[src/rtl/kmeans_color_quantizer_top_defines.svh]
// Assertion macros for the colour quantizer top level.
// Needs signals clk and arst_n in the scope of each use.
`ifndef KMEANS_COLOR_QUANTIZER_TOP_DEFINES_SVH
`define KMEANS_COLOR_QUANTIZER_TOP_DEFINES_SVH

// same-cycle implication
`define KCQ_ASSERT_IMP(lbl, ante, cons) \
	lbl: assert property (@(posedge clk) disable iff (!arst_n) (ante) |-> (cons)) \
		else $error("kcq check failed");

// next-cycle implication
`define KCQ_ASSERT_NXT(lbl, ante, cons) \
	lbl: assert property (@(posedge clk) disable iff (!arst_n) (ante) |=> (cons)) \
		else $error("kcq check failed");

`endif

[src/rtl/kcq_pkg.sv]
// Shared types and constants for the k-means colour quantizer.
// No dependencies.
`default_nettype none
package kcq_pkg;
	localparam int DEF_MAX_PIXELS   = 65536;
	localparam int DEF_MAX_CLUSTERS = 16;
	localparam int DIST_W           = 18;
	localparam logic [DIST_W-1:0] DIST_START = DIST_W'(255 * 255 * 3 + 1);
	localparam logic [4:0]  CLUSTERS_RESET = 5'd8;
	localparam logic [16:0] PIXELS_RESET   = 17'd65536;
	localparam logic [6:0]  ITER_RESET     = 7'd100;
	localparam logic KIND_PALETTE = 1'b0;
	localparam logic KIND_LABEL   = 1'b1;

	typedef enum logic [1:0] {
		FUNC_LOAD_PIXEL  = 2'd0,
		FUNC_LOAD_CENTER = 2'd1,
		FUNC_RUN         = 2'd2,
		FUNC_READ_LABEL  = 2'd3
	} func_t;

	typedef enum logic [1:0] {
		CFG_CLUSTERS = 2'd0,
		CFG_PIXELS   = 2'd1,
		CFG_ITER     = 2'd2,
		CFG_SPARE    = 2'd3
	} cfg_idx_t;

	typedef struct packed {
		func_t       func;
		logic [15:0] index;
		logic [7:0]  red;
		logic [7:0]  green;
		logic [7:0]  blue;
	} in_item_t;

	typedef struct packed {
		logic       kind;
		logic [3:0] entry;
		logic [7:0] out_red;
		logic [7:0] out_green;
		logic [7:0] out_blue;
		logic [7:0] passes;
		logic       last;
	} out_item_t;

	typedef struct packed {
		logic load_pix;
		logic load_cen;
		logic rd_label_in;
		logic lim_set;
		logic lim_zero;
		logic acc_clear;
		logic pix_rd;
		logic best_init;
		logic dist_en;
		logic lbl_wr;
		logic acc_rd;
		logic acc_upd;
		logic acc_wr;
		logic div_load;
		logic div_step;
		logic cen_upd;
		logic out_pal;
		logic out_lbl;
		logic out_last;
	} kcq_cmd_t;

	typedef struct packed {
		logic label_diff;
		logic div_zero;
		logic out_free;
	} kcq_sts_t;
endpackage
`default_nettype wire

[src/rtl/kcq_ctrl.sv]
// Sequencer for loads, label reads, Lloyd passes, centre update and
// palette output. Drives kcq_datapath through kcq_pkg command types.
`default_nettype none
module kcq_ctrl #(
	parameter int MAX_PIXELS   = kcq_pkg::DEF_MAX_PIXELS,
	parameter int MAX_CLUSTERS = kcq_pkg::DEF_MAX_CLUSTERS,
	localparam int PIX_AW = $clog2(MAX_PIXELS),
	localparam int CNT_W  = $clog2(MAX_PIXELS + 1),
	localparam int CIX_W  = $clog2(MAX_CLUSTERS),
	localparam int CLU_W  = $clog2(MAX_CLUSTERS + 1)
) (
	input  wire logic              clk,
	input  wire logic              arst_n,
	input  wire logic              in_valid,
	output logic                   in_ready,
	input  wire kcq_pkg::func_t    in_func,
	input  wire logic [CLU_W-1:0]  k_eff,
	input  wire logic [CNT_W-1:0]  n_eff,
	input  wire logic [6:0]        max_iter,
	input  wire kcq_pkg::kcq_sts_t sts,
	output kcq_pkg::kcq_cmd_t      cmd,
	output logic [PIX_AW-1:0]      pix_idx,
	output logic [CIX_W-1:0]       cen_idx,
	output logic [CIX_W-1:0]       upd_idx,
	output logic [2:0]             div_bit,
	output logic [7:0]             pass_val
);
	import kcq_pkg::*;

	typedef enum logic [14:0] {
		S_IDLE   = 15'h0001,
		S_LOUT   = 15'h0002,
		S_RSTART = 15'h0004,
		S_PSTART = 15'h0008,
		S_PREAD  = 15'h0010,
		S_PLATCH = 15'h0020,
		S_PDIST  = 15'h0040,
		S_PWRITE = 15'h0080,
		S_PACC   = 15'h0100,
		S_PEND   = 15'h0200,
		S_UREAD  = 15'h0400,
		S_ULOAD  = 15'h0800,
		S_UDIV   = 15'h1000,
		S_UWRITE = 15'h2000,
		S_EMIT   = 15'h4000
	} state_t;

	state_t state_q, state_d;
	logic [CNT_W-1:0] p_q, p_d;
	logic [CIX_W-1:0] ci_q, ci_d, u_q, u_d, e_q, e_d;
	logic [2:0] bit_q, bit_d;
	logic [7:0] pass_q, pass_d;
	logic chg_q, chg_d;
	logic [CLU_W-1:0] k_last;
	logic u_last;
	logic stop_iter;

	assign k_last    = k_eff - CLU_W'(1);
	assign u_last    = CLU_W'(u_q) == k_last;
	assign stop_iter = 8'(pass_q + 8'd1) > 8'(max_iter);

	always_comb begin
		state_d = state_q;
		p_d = p_q; ci_d = ci_q; u_d = u_q; e_d = e_q;
		bit_d = bit_q; pass_d = pass_q; chg_d = chg_q;
		cmd = '0;
		unique case (state_q)
			S_IDLE: begin
				if (in_valid) begin
					unique case (in_func)
						FUNC_LOAD_PIXEL:  cmd.load_pix = 1'b1;
						FUNC_LOAD_CENTER: cmd.load_cen = 1'b1;
						FUNC_READ_LABEL: begin
							cmd.rd_label_in = 1'b1;
							state_d = S_LOUT;
						end
						FUNC_RUN: state_d = S_RSTART;
						default: ;
					endcase
				end
			end
			S_LOUT: begin
				if (sts.out_free) begin
					cmd.out_lbl = 1'b1;
					state_d = S_IDLE;
				end
			end
			S_RSTART: begin
				pass_d = 8'd1;
				e_d = '0;
				cmd.lim_set = 1'b1;
				cmd.lim_zero = max_iter == 7'd0;
				state_d = (max_iter == 7'd0) ? S_EMIT : S_PSTART;
			end
			S_PSTART: begin
				cmd.acc_clear = 1'b1;
				chg_d = 1'b0;
				p_d = '0;
				state_d = (n_eff == '0) ? S_PEND : S_PREAD;
			end
			S_PREAD: begin
				cmd.pix_rd = 1'b1;
				state_d = S_PLATCH;
			end
			S_PLATCH: begin
				cmd.best_init = 1'b1;
				ci_d = '0;
				state_d = S_PDIST;
			end
			S_PDIST: begin
				cmd.dist_en = 1'b1;
				if (CLU_W'(ci_q) == k_last)
					state_d = S_PWRITE;
				else
					ci_d = ci_q + CIX_W'(1);
			end
			S_PWRITE: begin
				cmd.lbl_wr = 1'b1;
				cmd.acc_rd = 1'b1;
				// first pass: every label starts unassigned
				chg_d = chg_q || (pass_q == 8'd1) || sts.label_diff;
				state_d = S_PACC;
			end
			S_PACC: begin
				cmd.acc_wr = 1'b1;
				p_d = p_q + CNT_W'(1);
				state_d = (p_d == n_eff) ? S_PEND : S_PREAD;
			end
			S_PEND: begin
				u_d = '0;
				e_d = '0;
				state_d = chg_q ? S_UREAD : S_EMIT;
			end
			S_UREAD: begin
				cmd.acc_rd = 1'b1;
				cmd.acc_upd = 1'b1;
				state_d = S_ULOAD;
			end
			S_ULOAD: begin
				cmd.div_load = 1'b1;
				bit_d = 3'd7;
				if (sts.div_zero) begin
					// empty cluster keeps its centre
					if (u_last) begin
						pass_d = pass_q + 8'd1;
						state_d = stop_iter ? S_EMIT : S_PSTART;
					end else begin
						u_d = u_q + CIX_W'(1);
						state_d = S_UREAD;
					end
				end else begin
					state_d = S_UDIV;
				end
			end
			S_UDIV: begin
				cmd.div_step = 1'b1;
				if (bit_q == 3'd0)
					state_d = S_UWRITE;
				else
					bit_d = bit_q - 3'd1;
			end
			S_UWRITE: begin
				cmd.cen_upd = 1'b1;
				if (u_last) begin
					pass_d = pass_q + 8'd1;
					state_d = stop_iter ? S_EMIT : S_PSTART;
				end else begin
					u_d = u_q + CIX_W'(1);
					state_d = S_UREAD;
				end
			end
			S_EMIT: begin
				if (sts.out_free) begin
					cmd.out_pal = 1'b1;
					cmd.out_last = CLU_W'(e_q) == k_last;
					if (cmd.out_last)
						state_d = S_IDLE;
					else
						e_d = e_q + CIX_W'(1);
				end
			end
			default: state_d = S_IDLE;
		endcase
	end

	always_ff @(posedge clk or negedge arst_n) begin
		if (!arst_n) begin
			state_q <= S_IDLE;
			p_q <= '0;
			ci_q <= '0;
			u_q <= '0;
			e_q <= '0;
			bit_q <= '0;
			pass_q <= 8'd1;
			chg_q <= 1'b0;
		end else begin
			state_q <= state_d;
			p_q <= p_d;
			ci_q <= ci_d;
			u_q <= u_d;
			e_q <= e_d;
			bit_q <= bit_d;
			pass_q <= pass_d;
			chg_q <= chg_d;
		end
	end

	assign in_ready = state_q == S_IDLE;
	assign pix_idx  = p_q[PIX_AW-1:0];
	assign cen_idx  = (state_q == S_PDIST) ? ci_q : e_q;
	assign upd_idx  = u_q;
	assign div_bit  = bit_q;
	assign pass_val = pass_q;
endmodule
`default_nettype wire

[config.mk]
export PLATFORM = sky130hd
export DESIGN_NAME = kcq_ctrl
export DESIGN_NICKNAME = d
export VERILOG_FILES = /design/src/rtl/kmeans_color_quantizer_top_defines.svh /design/src/rtl/kcq_pkg.sv /design/src/rtl/kcq_ctrl.sv
export SDC_FILE = /design/constraint.sdc
export NUM_CORES = 1
export LEC_CHECK = 0
export ABC_AREA = 1
export BUFFER_PORTS_ARGS = -buffer_cell sky130_fd_sc_hd__buf_2
export CAP_MARGIN = 20
export CELL_PAD_IN_SITES_DETAIL_PLACEMENT = 2
export CELL_PAD_IN_SITES_GLOBAL_PLACEMENT = 2
export CORE_MARGIN = 2
export CORE_UTILIZATION = 34
export CTS_BUF_LIST = sky130_fd_sc_hd__clkbuf_8
export DETAILED_ROUTE_END_ITERATION = 10
export PLACE_DENSITY = 0.95
export SLEW_MARGIN = 20
export SYNTH_ARGS = -nofsm -noshare
export SYNTH_HDL_FRONTEND = slang
export SYNTH_SLANG_ARGS = --single-unit
[constraint.sdc]
create_clock -name clk -period 4.75 [get_ports clk]
set_input_delay 1.425 -clock clk [delete_from_list [all_inputs] [get_ports clk]]
set_output_delay 1.425 -clock clk [all_outputs]
set_load 0.1 [all_outputs]
# Yosys cells after proc, flatten, opt, wreduce, memory -nomap -nowiden
# Cells that the tools add are included.
[op_classes]
n_mux = 53
order_cmp = 1
n_reduce_logical = 21
add_sub_neg = 7
n_eq_ne = 34
[op_table]
columns = ["op", "count"]
rows = [
  ["15-bit one-hot mux with 15 select lines", 1],
  ["15-bit 2-to-1 mux", 11],
  ["17-bit one-hot mux with 2 select lines", 1],
  ["15-bit one-hot mux with 2 select lines", 1],
  ["4-bit 2-to-1 mux", 6],
  ["8-bit one-hot mux with 3 select lines", 1],
  ["10-bit 2-to-1 mux", 2],
  ["2-bit inequality test, second input constant", 10],
  ["1-bit 2-to-1 mux", 19],
  ["17-bit by 1-bit adder with 17-bit output, second input constant", 1],
  ["17-bit == test", 1],
  ["17-bit logical NOT", 1],
  ["8-bit 2-to-1 mux", 2],
  ["4-bit one-hot mux with 2 select lines", 2],
  ["15-bit by 1-bit == test with 1-bit output, second input constant", 1],
  ["15-bit by 10-bit == test with 1-bit output, second input constant", 1],
  ["15-bit by 11-bit == test with 1-bit output, second input constant", 1],
  ["15-bit by 12-bit == test with 1-bit output, second input constant", 1],
  ["15-bit by 13-bit == test with 1-bit output, second input constant", 1],
  ["15-bit by 14-bit == test with 1-bit output, second input constant", 1],
  ["15-bit == test, second input constant", 1],
  ["15-bit by 2-bit == test with 1-bit output, second input constant", 1],
  ["15-bit by 3-bit == test with 1-bit output, second input constant", 1],
  ["15-bit by 4-bit == test with 1-bit output, second input constant", 1],
  ["other kinds (30)", 47],
]
[word_totals]
output_inout_bits = 55
reg_bits = 56
input_bits = 37
word_cells = 124

# Depth between registers and ports, before layout
# Gate-level depths: netlist (run 1).
[logic_depth]
ltp_word = 6
depth_mapped = 15
mapped_depth_nobuf = 15

# Worst setup path before layout (run 1)
# No wires, ideal clock.
[synth_timing]
path_kind = "input-to-output"
start = "input port in_func[0]"
end = "output port cmd[18] (netlist bit)"
n_path_buf = 0
setup_slack_ns = -1.059
cell_stages = 1
arrival_ns = 4.384
cell_sequence = "nor4_1"
[synth_via]
elab_chain_cells = 4
[synth_lines]
columns = ["element", "line_no", "text"]
rows = [
  ["start: declaration", "kcq_ctrl.sv:16", "input wire kcq_pkg::func_t in_func,"],
  ["2-bit logical NOT", "kcq_ctrl.sv:70", "unique case (in_func)"],
  ["1-bit 2-to-1 mux", "kcq_ctrl.sv:70", ""],
  ["3-bit 2-to-1 mux", "kcq_ctrl.sv:69", "if (in_valid) begin"],
  ["3-bit 2-to-1 mux", "kcq_ctrl.sv:67", "unique case (state_q)"],
  ["end: declaration", "kcq_ctrl.sv:21", "output kcq_pkg::kcq_cmd_t cmd,"],
]
# Every way passes these cells.

==> tab_implementation.tex, run 1 <==
\begin{tabular}{lr}
\hline
Metric & Value \\
\hline
\multicolumn{2}{l}{\textbf{Clock network}} \\
\quad Clock tree from TritonCTS & built \\
\quad Total number of H-tree levels & 2 \\
\quad Number of post-CTS setup repair buffers & 0 \\
\quad Clock root buffer master & sky130\_fd\_sc\_hd\_\_clkbuf\_8 \\
\quad Clock buffers created by TritonCTS & 5 \\
\quad Buffer levels on the longest clock path & 2 \\
\quad CTS sink cnt & between 50 and 60 \\
\quad Clock insertion delay at the later pin of the skew report & $\sim$0.34 ns \\
\quad Cts-stage hold buffer count & 0 \\
\quad Post-cts sizing count & 0 \\
\quad Reg clk slew, reported paths & $\sim$0.11 ns \\
\multicolumn{2}{l}{\textbf{Floorplan}} \\
\quad Die span in x & 120 um \\
\quad Num rows & 42 \\
\quad IO Pins & 92 \\
\quad Initial standard-cell utilization of the core & 34.6\% \\
\quad Area of the die & 14,300 sq um \\
\quad Placeable core region & 13,100 sq um \\
\quad Die extent in y & about 120 um \\
\multicolumn{2}{l}{\textbf{Critical path}} \\
\quad Worst reg2reg path startpoint & state\_q[0]\$\_DFFE\_PN1P\_ \\
\quad Setup crit end kind & primary output \\
\quad End of the worst register-to-register path & state\_q[0]\$\_DFFE\_PN1P\_ \\
\quad Cell type of the slowest stage on the worst timing path & sky130\_fd\_sc\_hd\_\_ha\_1 \\
\quad Delay of the slowest cell on the worst path & 0.36 ns \\
\quad Required arrival time at the worst endpoint & around 3.3 ns \\
\quad Cell depth of the worst flop-to-flop path & 12 \\
\quad Critical Path Source Type & primary input \\
\quad Critical path fanouts, max & 4 \\
\quad Worst setup path end & cmd[0] \\
\quad Cells along the critical path & buf\_2, inv\_2, ha\_1, xor2\_1, nand4\_1, nor2\_1, o21ai\_1, nor3\_4, buf\_12 \\
\quad Launching element of the worst setup path & k\_eff[0] \\
\quad WP depth & 9 \\
\quad Cell type group with the largest total delay on the critical path & buffers and inverters \\
\quad Critical path start-end classification & in -> out \\
\quad Worst R2R Setup Slack & roughly 2.2 ns \\
\quad Data arrival time of the critical path & a little under 3 ns \\
\quad Sum of buffers and inverters on the critical path & 3 \\
\multicolumn{2}{l}{\textbf{Pwr}} \\
\quad Cell leakage power & 2.79 nW \\
\quad Pwr per Cell Area & approximately 260 nW/um\^{}2 \\
\quad Maximum ir drop on the vdd rail & just over 0.1 mV \\
\multicolumn{2}{l}{\textbf{Finish}} \\
\quad Layout-stage area growth over the synthesis result & 14.9\% \\
\quad Most used cells in the layout excluding fill and tap cells & 157 x sky130\_fd\_sc\_hd\_\_nand2\_1, 104 x sky130\_fd\_sc\_hd\_\_inv\_1, 90 x sky130\_fd\_sc\_hd\_\_buf\_2, 65 x sky130\_fd\_sc\_hd\_\_nand3\_1, 63 x sky130\_fd\_sc\_hd\_\_nor2\_1 \\
\quad Most frequent standard cell in the layout excluding fill and tap cells & sky130\_fd\_sc\_hd\_\_nand2\_1 \\
\quad Filler Cell Count & $\sim$1,600 \\
\quad Number of nets in the layout & between 700 and 800 \\
\quad Diode count & 0 \\
\quad Layout cells sized above 1 & 23.0\% \\
\quad Sequential Area & between 1000 and 1500 sq um \\
\quad Final cell area excluding filler cells & $\sim$5200 sq um \\
\quad Combined area of the multi-input logic cells & roughly 2600 sq um \\
\multicolumn{2}{l}{\textbf{Routing}} \\
\quad Met1 wire length & roughly 6400 um \\
\quad Highest metal used & met4 \\
\quad Number of vias in the routed layout & between 4,000 and 5,000 \\
\quad Antenna Nets Post-Route & 0 \\
\quad Met3 WL & 463 um \\
\quad Total Routed Length & 16,000 um \\
\quad Count of TritonRoute iterations in the first routing pass & 4 \\
\quad Ratio of routed vias to standard cells & approximately 5 \\
\quad Initial detailed-routing violation count & 80 \\
\quad Total met2 wirelength after detailed routing & 8800 um \\
\quad Mean routed wirelength per cell & $\sim$17 um \\
\quad Detailed-route DRC error count & 0 \\
\multicolumn{2}{l}{\textbf{Run status}} \\
\quad Result of the run & finished clean \\
\multicolumn{2}{l}{\textbf{Logic synthesis}} \\
\quad Number of synthesized flops with an enable pin & 0 \\
\quad Net count after synthesis & a little over 700 \\
\quad Dominant register cell in the synthesized netlist & sky130\_fd\_sc\_hd\_\_dfrtp\_1 \\
\quad Synth unique cells & 40 \\
\quad Fraction of registers with async set/reset & 100\% \\
\quad Avg Synthesized Cell Area & 6.91 sq um \\
\quad Netlist area before placement & around 4500 sq um \\
\quad Share of the yosys chip area belonging to registers & between 30\% and 40\% \\
\quad Number of instances in the synthesized netlist & 658 \\
\quad Total number of yosys warnings & 0 \\
\quad Total of flip-flops plus latches after synthesis & 56 \\
\multicolumn{2}{l}{\textbf{STA}} \\
\quad Pin slew with the least headroom to its limit & 0.986 ns \\
\quad Sum of negative setup slack & 0 ns \\
\quad Worst slew margin relative to its limit & about a third \\
\quad Clock tree skew after final layout & between 0.005 and 0.006 ns \\
\quad Worst hold slack after final layout & around 0.52 ns \\
\quad Final Critical Period & 4.36 ns \\
\quad Final setup margin & about 0.39 ns \\
\quad Final Hold Violating Endpoints & 0 \\
\quad Portion of the clock cycle consumed by the worst path in the final layout & about 90\% \\
\quad RSZ-0062 raised after global routing & no \\
\quad Final Slew Violations & 0 \\
\quad Highest attainable clock frequency & between 200 and 250 MHz \\
\quad Final Setup Violations & 0 \\
\multicolumn{2}{l}{\textbf{Worst hold path}} \\
\quad Type of the tightest min-delay check & reg -> reg \\
\multicolumn{2}{l}{\textbf{Global routing}} \\
\quad First-pass GRT wire length & around 27,000 um \\
\quad Vias in the first global route & around 5,300 \\
\quad Residual overflow from global routing & 0 \\
\quad Global-route usage over all layers & between 20\% and 30\% \\
\quad Antenna violations before repair & 0 \\
\quad Maximum number of pins on one net before global-route repair & 38 \\
\multicolumn{2}{l}{\textbf{Run}} \\
\quad Max capacitance violation total & 0 \\
\multicolumn{2}{l}{\textbf{Place}} \\
\quad Final weighted congestion in routability-driven placement & about 0.9 \\
\quad Count of input and output buffers & slightly above 90 \\
\quad Standard cell area after detailed placement & 5130 sq um \\
\quad Half-perimeter wire length after placement & around 13,000 um \\
\quad Post-Place Worst Slack & between 0.3 and 0.4 ns \\
\hline
\end{tabular}
-- sequential cells by signal, indices dropped and copies added (netlist names) --
register  flops
e_q           4
div_bit       3
upd_idx       4
chg_q         1
state_q      15
p_q          17
ci_q          4
pass_val      8
-- how the worst min path moves through the flow --
stage                            start                 endpoint  slack (ns)  cells past startpoint
2_1_floorplan  state_q[14]$_DFFE_PN0P_  state_q[14]$_DFFE_PN0P_        0.49                      2
3_3_place_gp    upd_idx[3]$_DFFE_PN0P_   upd_idx[3]$_DFFE_PN0P_        0.49                      2
3_5_place_dp    upd_idx[3]$_DFFE_PN0P_   upd_idx[3]$_DFFE_PN0P_        0.51                      2
4_1_cts         upd_idx[3]$_DFFE_PN0P_   upd_idx[3]$_DFFE_PN0P_        0.53                      2
5_1_grt        pass_val[0]$_DFFE_PN1P_  pass_val[0]$_DFFE_PN1P_        0.59                      2
6_report        upd_idx[3]$_DFFE_PN0P_   upd_idx[3]$_DFFE_PN0P_        0.52                      2
-- worst reg2reg max path, cell delays in order (launching register included) --
cell and delay [ns]:
sky130_fd_sc_hd__dfstp_2 0.59, sky130_fd_sc_hd__nor2_2 0.06, sky130_fd_sc_hd__nand2_2 0.14, sky130_fd_sc_hd__nor2_8 0.08, sky130_fd_sc_hd__nand2_4 0.09, sky130_fd_sc_hd__inv_2 0.06
sky130_fd_sc_hd__nand2_2 0.27, sky130_fd_sc_hd__nand2_1 0.49, sky130_fd_sc_hd__nor2_1 0.23, sky130_fd_sc_hd__nand2_1 0.09, sky130_fd_sc_hd__nor2_1 0.18, sky130_fd_sc_hd__nor2_1 0.08
sky130_fd_sc_hd__nor2_1 0.11
-- cells by family (layout without fill, tap and decap cells) --
kind of cell	Yosys count	count (layout)	synth area share [%]
buffers and inverters	132	214	12.5
XOR/XNOR	20	20	4.15
adder cells (fa/ha/maj)	16	16	4.40
AO/OA/AOI/OAI	68	68	9.19
flip-flops	56	56	30.9
AND/OR/NAND/NOR	366	366	38.9
-- Yosys cell counts (2+ instances only) --
library cell	n	share of area, %
sky130_fd_sc_hd__nor4_1	5	0.69
sky130_fd_sc_hd__o22ai_1	13	1.8
sky130_fd_sc_hd__o21ai_4	2	0.72
sky130_fd_sc_hd__nand3_2	3	0.66
sky130_fd_sc_hd__nor2_2	7	0.96
sky130_fd_sc_hd__nand3b_1	4	0.66
sky130_fd_sc_hd__nand3_4	2	0.77
sky130_fd_sc_hd__buf_4	16	2.6
sky130_fd_sc_hd__nand2_1	157	13
sky130_fd_sc_hd__xnor2_1	4	0.77
sky130_fd_sc_hd__xor2_1	15	2.9
sky130_fd_sc_hd__o21ai_0	24	2.6
sky130_fd_sc_hd__o21ai_2	8	1.5
sky130_fd_sc_hd__dfstp_2	2	1.2
sky130_fd_sc_hd__nor2_1	63	5.2
sky130_fd_sc_hd__ha_1	16	4.4
sky130_fd_sc_hd__nand4_1	14	1.9
sky130_fd_sc_hd__nor2_4	7	1.7
sky130_fd_sc_hd__inv_2	8	0.66
sky130_fd_sc_hd__nand3_1	65	7.2
sky130_fd_sc_hd__nor2_8	2	0.88
sky130_fd_sc_hd__dfrtp_1	54	30
sky130_fd_sc_hd__inv_1	104	8.6
sky130_fd_sc_hd__a21oi_1	10	1.1
sky130_fd_sc_hd__o21ai_1	8	0.88
sky130_fd_sc_hd__nand2_2	20	2.8
sky130_fd_sc_hd__nor3_1	12	1.3
-- layer usage --
| layer | up-vias | GRT usage, % |
|---|---|---|
| li1 | 2253 | - |
| met1 | 2320 | 26.3 |
| met2 | 86 | 45.3 |
| met3 | 26 | 4.09 |
| met4 | 0 | 7.06 |
| met5 | - | 0 |
-- stage by stage --
| stage | std cells | total power [mW] | utilization (%) |
|---|---|---|---|
| CTS | 916 | 1.38 | 39.8 |
| global placement | 908 | 1.03 | 39.1 |
| finish | 916 | 1.35 | 39.8 |
| floorplan | 658 | 0.933 | - |
| global route | 916 | 1.43 | 39.8 |
| detailed placement | 908 | 1.07 | 39.1 |
-- where the power goes --
| part | internal [mW] | switching [mW] |
|---|---|---|
| registers | 0.503 | 0.0338 |
| clock network | 0.117 | 0.181 |
| logic | 0.126 | 0.390 |
-- layout make-up --
cell class / instances / area share [%]
multi-input combinational: 470 / 49.7
sequential: 56 / 26.9
timing repair buffer: 93 / 9.29
inverter: 113 / 8.12
tap: 176 / 4.21
clock buffer: 6 / 1.58
clock inverter: 2 / 0.192
Power figures use the tool's default switching activity.
==> inputs of run 2 (changes only) <==
--- a/config.mk
+++ b/config.mk
@@ -5,13 +5,12 @@
 export SDC_FILE = /design/constraint.sdc
 export NUM_CORES = 1
 export LEC_CHECK = 0
-export ABC_AREA = 1
 export BUFFER_PORTS_ARGS = -buffer_cell sky130_fd_sc_hd__buf_2
 export CAP_MARGIN = 20
 export CELL_PAD_IN_SITES_DETAIL_PLACEMENT = 2
 export CELL_PAD_IN_SITES_GLOBAL_PLACEMENT = 2
 export CORE_MARGIN = 2
-export CORE_UTILIZATION = 34
+export CORE_UTILIZATION = 36
 export CTS_BUF_LIST = sky130_fd_sc_hd__clkbuf_8
 export DETAILED_ROUTE_END_ITERATION = 10
 export PLACE_DENSITY = 0.95
==> tab_implementation.tex, run 2 <==
\begin{tabular}{lr}
\hline
Metric & Value \\
\hline
\multicolumn{2}{l}{\textbf{Run status}} \\
\quad Result of the run & finished clean \\
\multicolumn{2}{l}{\textbf{Finish}} \\
\quad Layout-stage area growth over the synthesis result & 15.3\% \\
\quad Filler Cell Count & 1,318 (-18\%) \\
\quad Layout cells sized above 1 & 23.3\% (+0.37 points) \\
\quad Most frequent standard cell in the layout excluding fill and tap cells & sky130\_fd\_sc\_hd\_\_buf\_2 \\
\quad Diode count & 0 (unchanged) \\
\quad Most flops, register & p\_q \\
\quad Final cell area excluding filler cells & 4900 sq um (-6.2\%) \\
\quad Flip-flop count of the largest register, all copies and words added & 17 (unchanged) \\
\quad Most used cells in the layout excluding fill and tap cells & 90 x sky130\_fd\_sc\_hd\_\_buf\_2, 54 x sky130\_fd\_sc\_hd\_\_dfrtp\_1, 53 x sky130\_fd\_sc\_hd\_\_nand2\_1, 43 x sky130\_fd\_sc\_hd\_\_o21ai\_0 \\
\quad Number of nets in the layout & 626 (-21\%) \\
\multicolumn{2}{l}{\textbf{Pwr}} \\
\quad Cell leakage power & 2.38 nW (-15\%) \\
\quad Pwr per Cell Area & 259 nW/um\^{}2 (about the same) \\
\quad Clock network fraction of design power & 22.6\% (+0.5 points) \\
\quad Maximum ir drop on the vdd rail & 0.158 mV (+54\%) \\
\quad Switching power as a share of total power & 41.7\% (-3.0 points) \\
\quad Net Sw Power & 0.529 mW (-13\%) \\
\quad Combinational group share of total power & 34.7\% (-3.4 points) \\
\quad Cell Int Power & 0.738 mW (-1.0\%) \\
\quad Total Power & 1.27 mW (-6.2\%) \\
\quad Part of the total power dissipated in sequential elements & 42.7\% (+3.0 points) \\
\multicolumn{2}{l}{\textbf{Routing}} \\
\quad Count of TritonRoute iterations in the first routing pass & 4 (unchanged) \\
\quad Total Routed Length & 14,800 um (-7.9\%) \\
\quad Ratio of routed vias to standard cells & 5.67 (+11\%) \\
\quad Antenna Nets Post-Route & 0 (unchanged) \\
\quad Detailed-route DRC error count & 0 (unchanged) \\
\quad Initial detailed-routing violation count & 130 (+63\%) \\
\quad Number of vias in the routed layout & 4,064 (-13\%) \\
\quad Mean routed wirelength per cell & 20.6 um (+18\%) \\
\multicolumn{2}{l}{\textbf{Run}} \\
\quad Max capacitance violation total & 0 (unchanged) \\
\multicolumn{2}{l}{\textbf{Logic synthesis}} \\
\quad Top-count cell post-synth & sky130\_fd\_sc\_hd\_\_dfrtp\_1 \\
\quad Net count after synthesis & 556 (-22\%) \\
\quad Total of flip-flops plus latches after synthesis & 56 (unchanged) \\
\quad Fraction of registers with async set/reset & 100\% (unchanged) \\
\quad Share of the yosys chip area belonging to registers & 33.0\% (+2.2 points) \\
\quad Main combinational cell family by area after synthesis & simple AND/OR/NAND/NOR gates \\
\quad Number of synthesized flops with an enable pin & 0 (unchanged) \\
\quad Dominant register cell in the synthesized netlist & sky130\_fd\_sc\_hd\_\_dfrtp\_1 \\
\quad Total number of yosys warnings & 0 (unchanged) \\
\quad Area fraction in compound gates after synthesis & 12.1\% (+2.9 points) \\
\quad XOR/XNOR share of the synthesized area & 12.3\% (+8.1 points) \\
\quad Adder-cell area share of the yosys netlist & 4.71\% (+0.31 points) \\
\quad Synth top area share & 31.8\% (+2.1 points) \\
\quad Multiplexer share of the synthesized area & 0.765\% (+0.77 points) \\
\quad Simple-gate portion of the synthesized area & 30.0\% (-9.0 points) \\
\quad Netlist area before placement & 4250 sq um (-6.5\%) \\
\quad Number of instances in the synthesized netlist & 503 (-24\%) \\
\quad Post-synthesis cell type with the largest combined area & sky130\_fd\_sc\_hd\_\_dfrtp\_1 \\
\quad Cell types with the largest area share after synthesis & sky130\_fd\_sc\_hd\_\_dfrtp\_1 32\%, sky130\_fd\_sc\_hd\_\_xnor2\_1 7.2\%, sky130\_fd\_sc\_hd\_\_o21ai\_0 5.1\%, sky130\_fd\_sc\_hd\_\_ha\_1 4.7\%, sky130\_fd\_sc\_hd\_\_nand2\_1 4.7\% \\
\quad Avg Synthesized Cell Area & 8.45 sq um (+22\%) \\
\quad Synth unique cells & 63 (+57\%) \\
\quad Cell types with the highest counts after synthesis & 54 x sky130\_fd\_sc\_hd\_\_dfrtp\_1, 53 x sky130\_fd\_sc\_hd\_\_nand2\_1, 43 x sky130\_fd\_sc\_hd\_\_o21ai\_0, 39 x sky130\_fd\_sc\_hd\_\_nor2\_1, 35 x sky130\_fd\_sc\_hd\_\_xnor2\_1 \\
\multicolumn{2}{l}{\textbf{Global routing}} \\
\quad Antenna violations before repair & 0 (unchanged) \\
\quad First-pass GRT wire length & 24,700 um (-7.7\%) \\
\quad Maximum number of pins on one net before global-route repair & 34 (-11\%) \\
\quad Vias in the first global route & 4,573 (-14\%) \\
\quad Global-route usage over all layers & 24.1\% (+0.48 points) \\
\quad Residual overflow from global routing & 0 (unchanged) \\
\multicolumn{2}{l}{\textbf{Critical path}} \\
\quad Cells along the critical path & buf\_2, inv\_1, ha\_1, nor3b\_1, xnor2\_1, nand4\_1, nor2\_4, buf\_12 \\
\quad Delay of the slowest cell on the worst path & 0.40 ns (+0.04 ns) \\
\quad Required arrival time at the worst endpoint & 3.32 ns (about the same) \\
\quad Critical path start-end classification & in -> out \\
\quad Launching element of the worst setup path & k\_eff[0] \\
\quad Critical Path Source Type & primary input \\
\quad Cell depth of the worst flop-to-flop path & 6 (-6) \\
\quad Critical path fanouts, max & 6 (+2) \\
\quad Worst reg2reg path startpoint & state\_q[5]\$\_DFFE\_PN0P\_ \\
\quad Cell type of the slowest stage on the worst timing path & sky130\_fd\_sc\_hd\_\_nand4\_1 \\
\quad Setup crit end kind & primary output \\
\quad Data arrival time of the critical path & 3.18 ns (+0.24 ns) \\
\multicolumn{2}{l}{\textbf{Floorplan}} \\
\quad Area of the die & 12,700 sq um (-11\%) \\
\quad Placeable core region & 11,500 sq um (-13\%) \\
\quad Die extent in y & 113 um (-5.8\%) \\
\quad IO Pins & 92 (unchanged) \\
\quad Initial standard-cell utilization of the core & 37.1\% (+2.4 points) \\
\quad Num rows & 39 (-7.1\%) \\
\quad Die span in x & 113 um (-5.8\%) \\
\multicolumn{2}{l}{\textbf{STA}} \\
\quad RSZ-0062 raised after global routing & no \\
\quad Final Hold Violating Endpoints & 0 (unchanged) \\
\quad Final Critical Period & 4.61 ns (+0.249 ns) \\
\quad Final Setup Violations & 0 (unchanged) \\
\quad Portion of the clock cycle consumed by the worst path in the final layout & 97.0\% (+5.2 points) \\
\quad Highest attainable clock frequency & 217 MHz (-5.4\%) \\
\quad Pin slew with the least headroom to its limit & 0.916 ns (-0.0702 ns) \\
\quad Final Slew Violations & 0 (unchanged) \\
\quad Worst slew margin relative to its limit & 38.4\% (+4.2 points) \\
\quad Clock tree skew after final layout & 0.00701 ns (+0.00142 ns) \\
\multicolumn{2}{l}{\textbf{Place}} \\
\quad Count of input and output buffers & 91 (unchanged) \\
\quad Standard cell area after detailed placement & 4800 sq um (-6.4\%) \\
\quad Half-perimeter wire length after placement & 11,900 um (-10\%) \\
\quad Final weighted congestion in routability-driven placement & 0.889 (+0.94\%) \\
\multicolumn{2}{l}{\textbf{Worst hold path}} \\
\quad Number of cells on the worst hold path & 1 (-1) \\
\quad Type of the tightest min-delay check & reg -> reg \\
\quad Hold path start & chg\_q\$\_DFFE\_PN0P\_ \\
\multicolumn{2}{l}{\textbf{Clock network}} \\
\quad Buffer levels on the longest clock path & 2 (unchanged) \\
\quad Clock tree from TritonCTS & built \\
\quad Cts-stage hold buffer count & 0 (unchanged) \\
\quad Clock root buffer master & sky130\_fd\_sc\_hd\_\_clkbuf\_8 \\
\quad Clock buffers created by TritonCTS & 5 (unchanged) \\
\quad CTS sink cnt & 56 (unchanged) \\
\quad Total number of H-tree levels & 2 (unchanged) \\
\quad Reg clk slew, reported paths & 0.11 ns (about the same) \\
\quad Clock insertion delay at the later pin of the skew report & 0.33 ns (about the same) \\
\hline
\end{tabular}
run 2: changes by cell type after synthesis, sizes merged, moves of 5 or more:
cell    before  now
or3          0    7
o31ai        0    9
nand2      178   53
or4          0    6
nor2b        0    6
clkbuf       1   11
nand3       70   27
nor4         6   25
nor2        79   39
inv        112   29
and2         0    5
o22ai       13    3
xnor2        4   35
run 2: worst paths after layout:
path | slack [ns] | to
min reg2reg | 0.49 | state_q[10]$_DFFE_PN0P_
max in group asynchronous | 2.77 | state_q[0]$_DFFE_PN1P_
max | 0.14 | cmd[0]
min in group asynchronous | 1.08 | ci_q[3]$_DFFE_PN0P_
max reg2reg | 1.81 | pass_val[5]$_DFFE_PN0P_
min | 0.49 | state_q[10]$_DFFE_PN0P_
run 2: cells by family after synthesis:
| family | after synthesis |
|---|---|
| fa+ha+maj | 16 |
| buf+inv | 62 |
| mux | 3 |
| simple gates | 225 |
| compound gates | 86 |
| xor+xnor | 55 |
| flops | 56 |
run 2: per-layer routing:
metal  global-route usage (%)  part of all wire [%]  vias to the layer above
met5                        0                     0                        -
met4                     5.61                   1.6                        0
met3                     2.97                   3.0                       20
met2                     44.8                    54                       75
met1                     29.4                    42                     2062
li1                         -                     -                     1907
run 2: critical path: cells and delay by family:
kind	cells	cell delay, ns
XOR/XNOR	1	0.22
AND/OR/NAND/NOR	3	0.89
buffers and inverters	3	0.41
adder cells (fa/ha/maj)	1	0.23
run 2: power by group through the flow:
stage	clock, mW	sequential, mW	combinational, mW
after floorplan	0	0.584	0.290
after global placement	0	0.547	0.419
after detailed placement	0	0.551	0.442
after CTS	0.293	0.541	0.443
after global routing	0.313	0.545	0.475
final	0.286	0.541	0.440
run 2: final cells by class:
type | count | area [sq um] | share of cell area [%]
inverters | 30 | 113 | 2.30
flip-flops and latches | 56 | 1400 | 28.6
clock inverters | 2 | 7.51 | 0.153
well taps | 143 | 179 | 3.65
clock buffers | 6 | 82.6 | 1.68
multi-input cells | 385 | 2620 | 53.4
repair buffers | 95 | 500 | 10.2
run 2: per-stage QoR:
| stage | setup TNS (ns) | std cells | hold slack [ns] | setup slack, ns | util (%) |
|---|---|---|---|---|---|
| finish | 0 | 717 | 0.493 | 0.141 | 42.7 |
| global route | 0 | 717 | 0.522 | 0.0106 | 42.7 |
| CTS | 0 | 717 | 0.500 | 0.0743 | 42.7 |
| detailed placement | 0 | 709 | 0.467 | 0.0855 | 41.9 |
| global placement | 0 | 709 | 0.463 | 0.346 | 41.9 |
| floorplan | -0.572 | 503 | 0.450 | -0.362 | - |
run 2: what timing repair did:
item	4_1_cts	5_1_grt
buffers inserted	0	0
resized for setup	0	1
endpoints found under the setup margin	0	1
==> inputs of run 3 (changes only) <==
==> constraint.sdc (replaced) <==
create_clock -name clk -period 4.75 [get_ports clk]
set_input_delay 0.2375 -clock clk [delete_from_list [all_inputs] [get_ports clk]]
set_output_delay 0.2375 -clock clk [all_outputs]
set_load 0.1 [all_outputs]
==> tab_implementation.tex, run 3 (synthesis gave the netlist of run 2 again) <==
\begin{tabular}{lr}
\hline
Metric & Value \\
\hline
\multicolumn{2}{l}{\textbf{Run status}} \\
\quad Result of the run & finished clean \\
\multicolumn{2}{l}{\textbf{Routing}} \\
\quad Mean routed wirelength per cell & 19.9 um (-3.1\%) \\
\quad Count of TritonRoute iterations in the first routing pass & 4 (unchanged) \\
\quad Antenna Nets Post-Route & 0 (unchanged) \\
\quad Detailed-route DRC error count & 0 (unchanged) \\
\quad Number of vias in the routed layout & 4,067 (+0.074\%) \\
\quad Ratio of routed vias to standard cells & 5.69 (+0.35\%) \\
\quad Initial detailed-routing violation count & 146 (+12\%) \\
\quad Total Routed Length & 14,200 um (-3.4\%) \\
\multicolumn{2}{l}{\textbf{Floorplan}} \\
\quad Die span in x & 113 um (unchanged) \\
\quad Initial standard-cell utilization of the core & 37.1\% (unchanged) \\
\quad Num rows & 39 (unchanged) \\
\quad Area of the die & 12,700 sq um (unchanged) \\
\quad IO Pins & 92 (unchanged) \\
\quad Die extent in y & 113 um (unchanged) \\
\quad Placeable core region & 11,500 sq um (unchanged) \\
\multicolumn{2}{l}{\textbf{STA}} \\
\quad RSZ-0062 raised after global routing & no \\
\quad Final Critical Period & 3.34 ns (-1.27 ns) \\
\quad Pin slew with the least headroom to its limit & 0.986 ns (+0.0697 ns) \\
\quad Portion of the clock cycle consumed by the worst path in the final layout & 70.3\% (-27 points) \\
\quad Final Setup Violations & 0 (unchanged) \\
\quad Final Slew Violations & 0 (unchanged) \\
\quad Highest attainable clock frequency & 300 MHz (+38\%) \\
\quad Clock tree skew after final layout & 0.0182 ns (+0.0112 ns) \\
\quad Sum of negative setup slack & 0 ns (unchanged) \\
\quad Worst slew margin relative to its limit & 34.1\% (-4.3 points) \\
\quad Final Hold Violating Endpoints & 0 (unchanged) \\
\multicolumn{2}{l}{\textbf{Clock network}} \\
\quad Cts-stage hold buffer count & 0 (unchanged) \\
\quad Buffer levels on the longest clock path & 2 (unchanged) \\
\quad Post-cts sizing count & 0 (unchanged) \\
\quad Total number of H-tree levels & 2 (unchanged) \\
\quad Reg clk slew, reported paths & 0.11 ns (about the same) \\
\quad Clock insertion delay at the later pin of the skew report & 0.32 ns (about the same) \\
\quad Clock root buffer master & sky130\_fd\_sc\_hd\_\_clkbuf\_8 \\
\quad Clock buffers created by TritonCTS & 5 (unchanged) \\
\quad Clock tree from TritonCTS & built \\
\quad Number of post-CTS setup repair buffers & 0 (unchanged) \\
\quad CTS sink cnt & 56 (unchanged) \\
\multicolumn{2}{l}{\textbf{Critical path}} \\
\quad End of the worst register-to-register path & p\_q[5]\$\_DFFE\_PN0P\_ \\
\quad Critical path fanouts, max & 23 (+17) \\
\quad Data arrival time of the critical path & 3.10 ns (-0.08 ns) \\
\quad Setup crit end kind & primary output \\
\quad Worst reg2reg path startpoint & state\_q[5]\$\_DFFE\_PN0P\_ \\
\quad Cell depth of the worst flop-to-flop path & 7 (+1) \\
\quad Critical path start-end classification & reg -> out \\
\quad Worst R2R Setup Slack & 1.65 ns (-0.16 ns) \\
\quad Required arrival time at the worst endpoint & 4.51 ns (+1.19 ns) \\
\quad Critical Path Source Type & register \\
\multicolumn{2}{l}{\textbf{Run}} \\
\quad Max capacitance violation total & 0 (unchanged) \\
\multicolumn{2}{l}{\textbf{Finish}} \\
\quad Number of nets in the layout & 624 (-0.32\%) \\
\quad Layout cells sized above 1 & 21.9\% (-1.5 points) \\
\quad Final Non-Filler Cells & 715 (-0.28\%) \\
\quad Layout-stage area growth over the synthesis result & 13.0\% \\
\quad Most frequent standard cell in the layout excluding fill and tap cells & sky130\_fd\_sc\_hd\_\_buf\_2 \\
\quad Diode count & 0 (unchanged) \\
\quad Most flops, register & p\_q \\
\quad Flip-flop count of the largest register, all copies and words added & 17 (unchanged) \\
\quad Most used cells in the layout excluding fill and tap cells & 91 x sky130\_fd\_sc\_hd\_\_buf\_2, 54 x sky130\_fd\_sc\_hd\_\_dfrtp\_1, 53 x sky130\_fd\_sc\_hd\_\_nand2\_1, 43 x sky130\_fd\_sc\_hd\_\_o21ai\_0, 38 x sky130\_fd\_sc\_hd\_\_nor2\_1 \\
\multicolumn{2}{l}{\textbf{Global routing}} \\
\quad Residual overflow from global routing & 0 (unchanged) \\
\quad Met2 track demand over resource in global routing & 43.2\% (-1.6 points) \\
\quad Top Usage Layer GRT & met2 \\
\quad Maximum number of pins on one net before global-route repair & 57 (+68\%) \\
\quad Global-route usage over all layers & 22.8\% (-1.3 points) \\
\quad Met1 GRT Util & 28.0\% (-1.4 points) \\
\quad First-pass GRT wire length & 23,600 um (-4.4\%) \\
\quad Met3 Usage GRT & 2.86\% (-0.11 points) \\
\quad Antenna violations before repair & 0 (unchanged) \\
\quad Vias in the first global route & 4,483 (-2.0\%) \\
\multicolumn{2}{l}{\textbf{Place}} \\
\quad Final weighted congestion in routability-driven placement & 0.868 (-2.4\%) \\
\quad Half-perimeter wire length after placement & 11,300 um (-4.5\%) \\
\quad Placed Instances & 707 (-0.28\%) \\
\quad Count of input and output buffers & 91 (unchanged) \\
\multicolumn{2}{l}{\textbf{Pwr}} \\
\quad Cell leakage power & 2.36 nW (-0.84\%) \\
\quad Total Power & 1.23 mW (-3.0\%) \\
\quad Maximum ir drop on the vdd rail & 0.157 mV (-0.32\%) \\
\quad Pwr per Cell Area & 256 nW/um\^{}2 (-1.0\%) \\
\multicolumn{2}{l}{\textbf{Worst hold path}} \\
\quad Type of the tightest min-delay check & in -> async \\
\hline
\end{tabular}
run 3: area by class of cell:
class                           count  area [sq um]
Clock inverter                      3          12.5
Clock buffer                        5          68.8
Sequential cell                    56          1400
Multi-Input combinational cell    385          2560
Fill cell                        1297          6660
Timing Repair Buffer               93           470
Tap cell                          143           179
Inverter                           30           113
run 3: where the power goes:
part           switching (mW)  internal [mW]  total (mW)
logic                   0.317          0.113       0.430
registers              0.0331          0.506       0.539
clock network           0.160          0.100       0.260
total                   0.510          0.719        1.23
run 3: routing by layer:
layer / wire, um / share of wire, %
met4: 100 / 0.70
met1: 5900 / 41
met2: 7790 / 55
met5: 0 / 0
met3: 453 / 3.2
run 3: metrics by stage:
step	cell area, sq um	util [%]	worst slack, ns	hold slack [ns]
after floorplan	4260	-	0.0326	-0.0581
after detailed placement	4720	41.2	1.49	0.432
final	4800	41.9	1.41	0.0402
after CTS	4800	41.9	1.43	0.0873
after global routing	4800	41.9	1.26	0.115
after global placement	4720	41.2	1.81	0.418
run 3: how the worst max path moves through the flow:
| stage | startpoint | endpoint | slack [ns] | cells past startpoint |
|---|---|---|---|---|
| after global routing | state_q[11]$_DFFE_PN0P_ | cmd[16] | 1.26 | 6 |
| after detailed placement | state_q[8]$_DFFE_PN0P_ | p_q[5]$_DFFE_PN0P_ | 1.49 | 6 |
| after floorplan | state_q[5]$_DFFE_PN0P_ | cmd[16] | 0.03 | 5 |
| after CTS | state_q[5]$_DFFE_PN0P_ | cmd[6] | 1.43 | 5 |
| after global placement | state_q[0]$_DFFE_PN1P_ | state_q[0]$_DFFE_PN1P_ | 1.81 | 7 |
| final | state_q[5]$_DFFE_PN0P_ | cmd[6] | 1.41 | 5 |
run 3: critical path: stages (launching register included):
cell and delay, ns:
sky130_fd_sc_hd__dfrtp_1 0.47, sky130_fd_sc_hd__nor4_4 0.54, sky130_fd_sc_hd__nand2_1 0.18, sky130_fd_sc_hd__or3_1 0.73, sky130_fd_sc_hd__inv_2 0.36, sky130_fd_sc_hd__buf_2 0.49
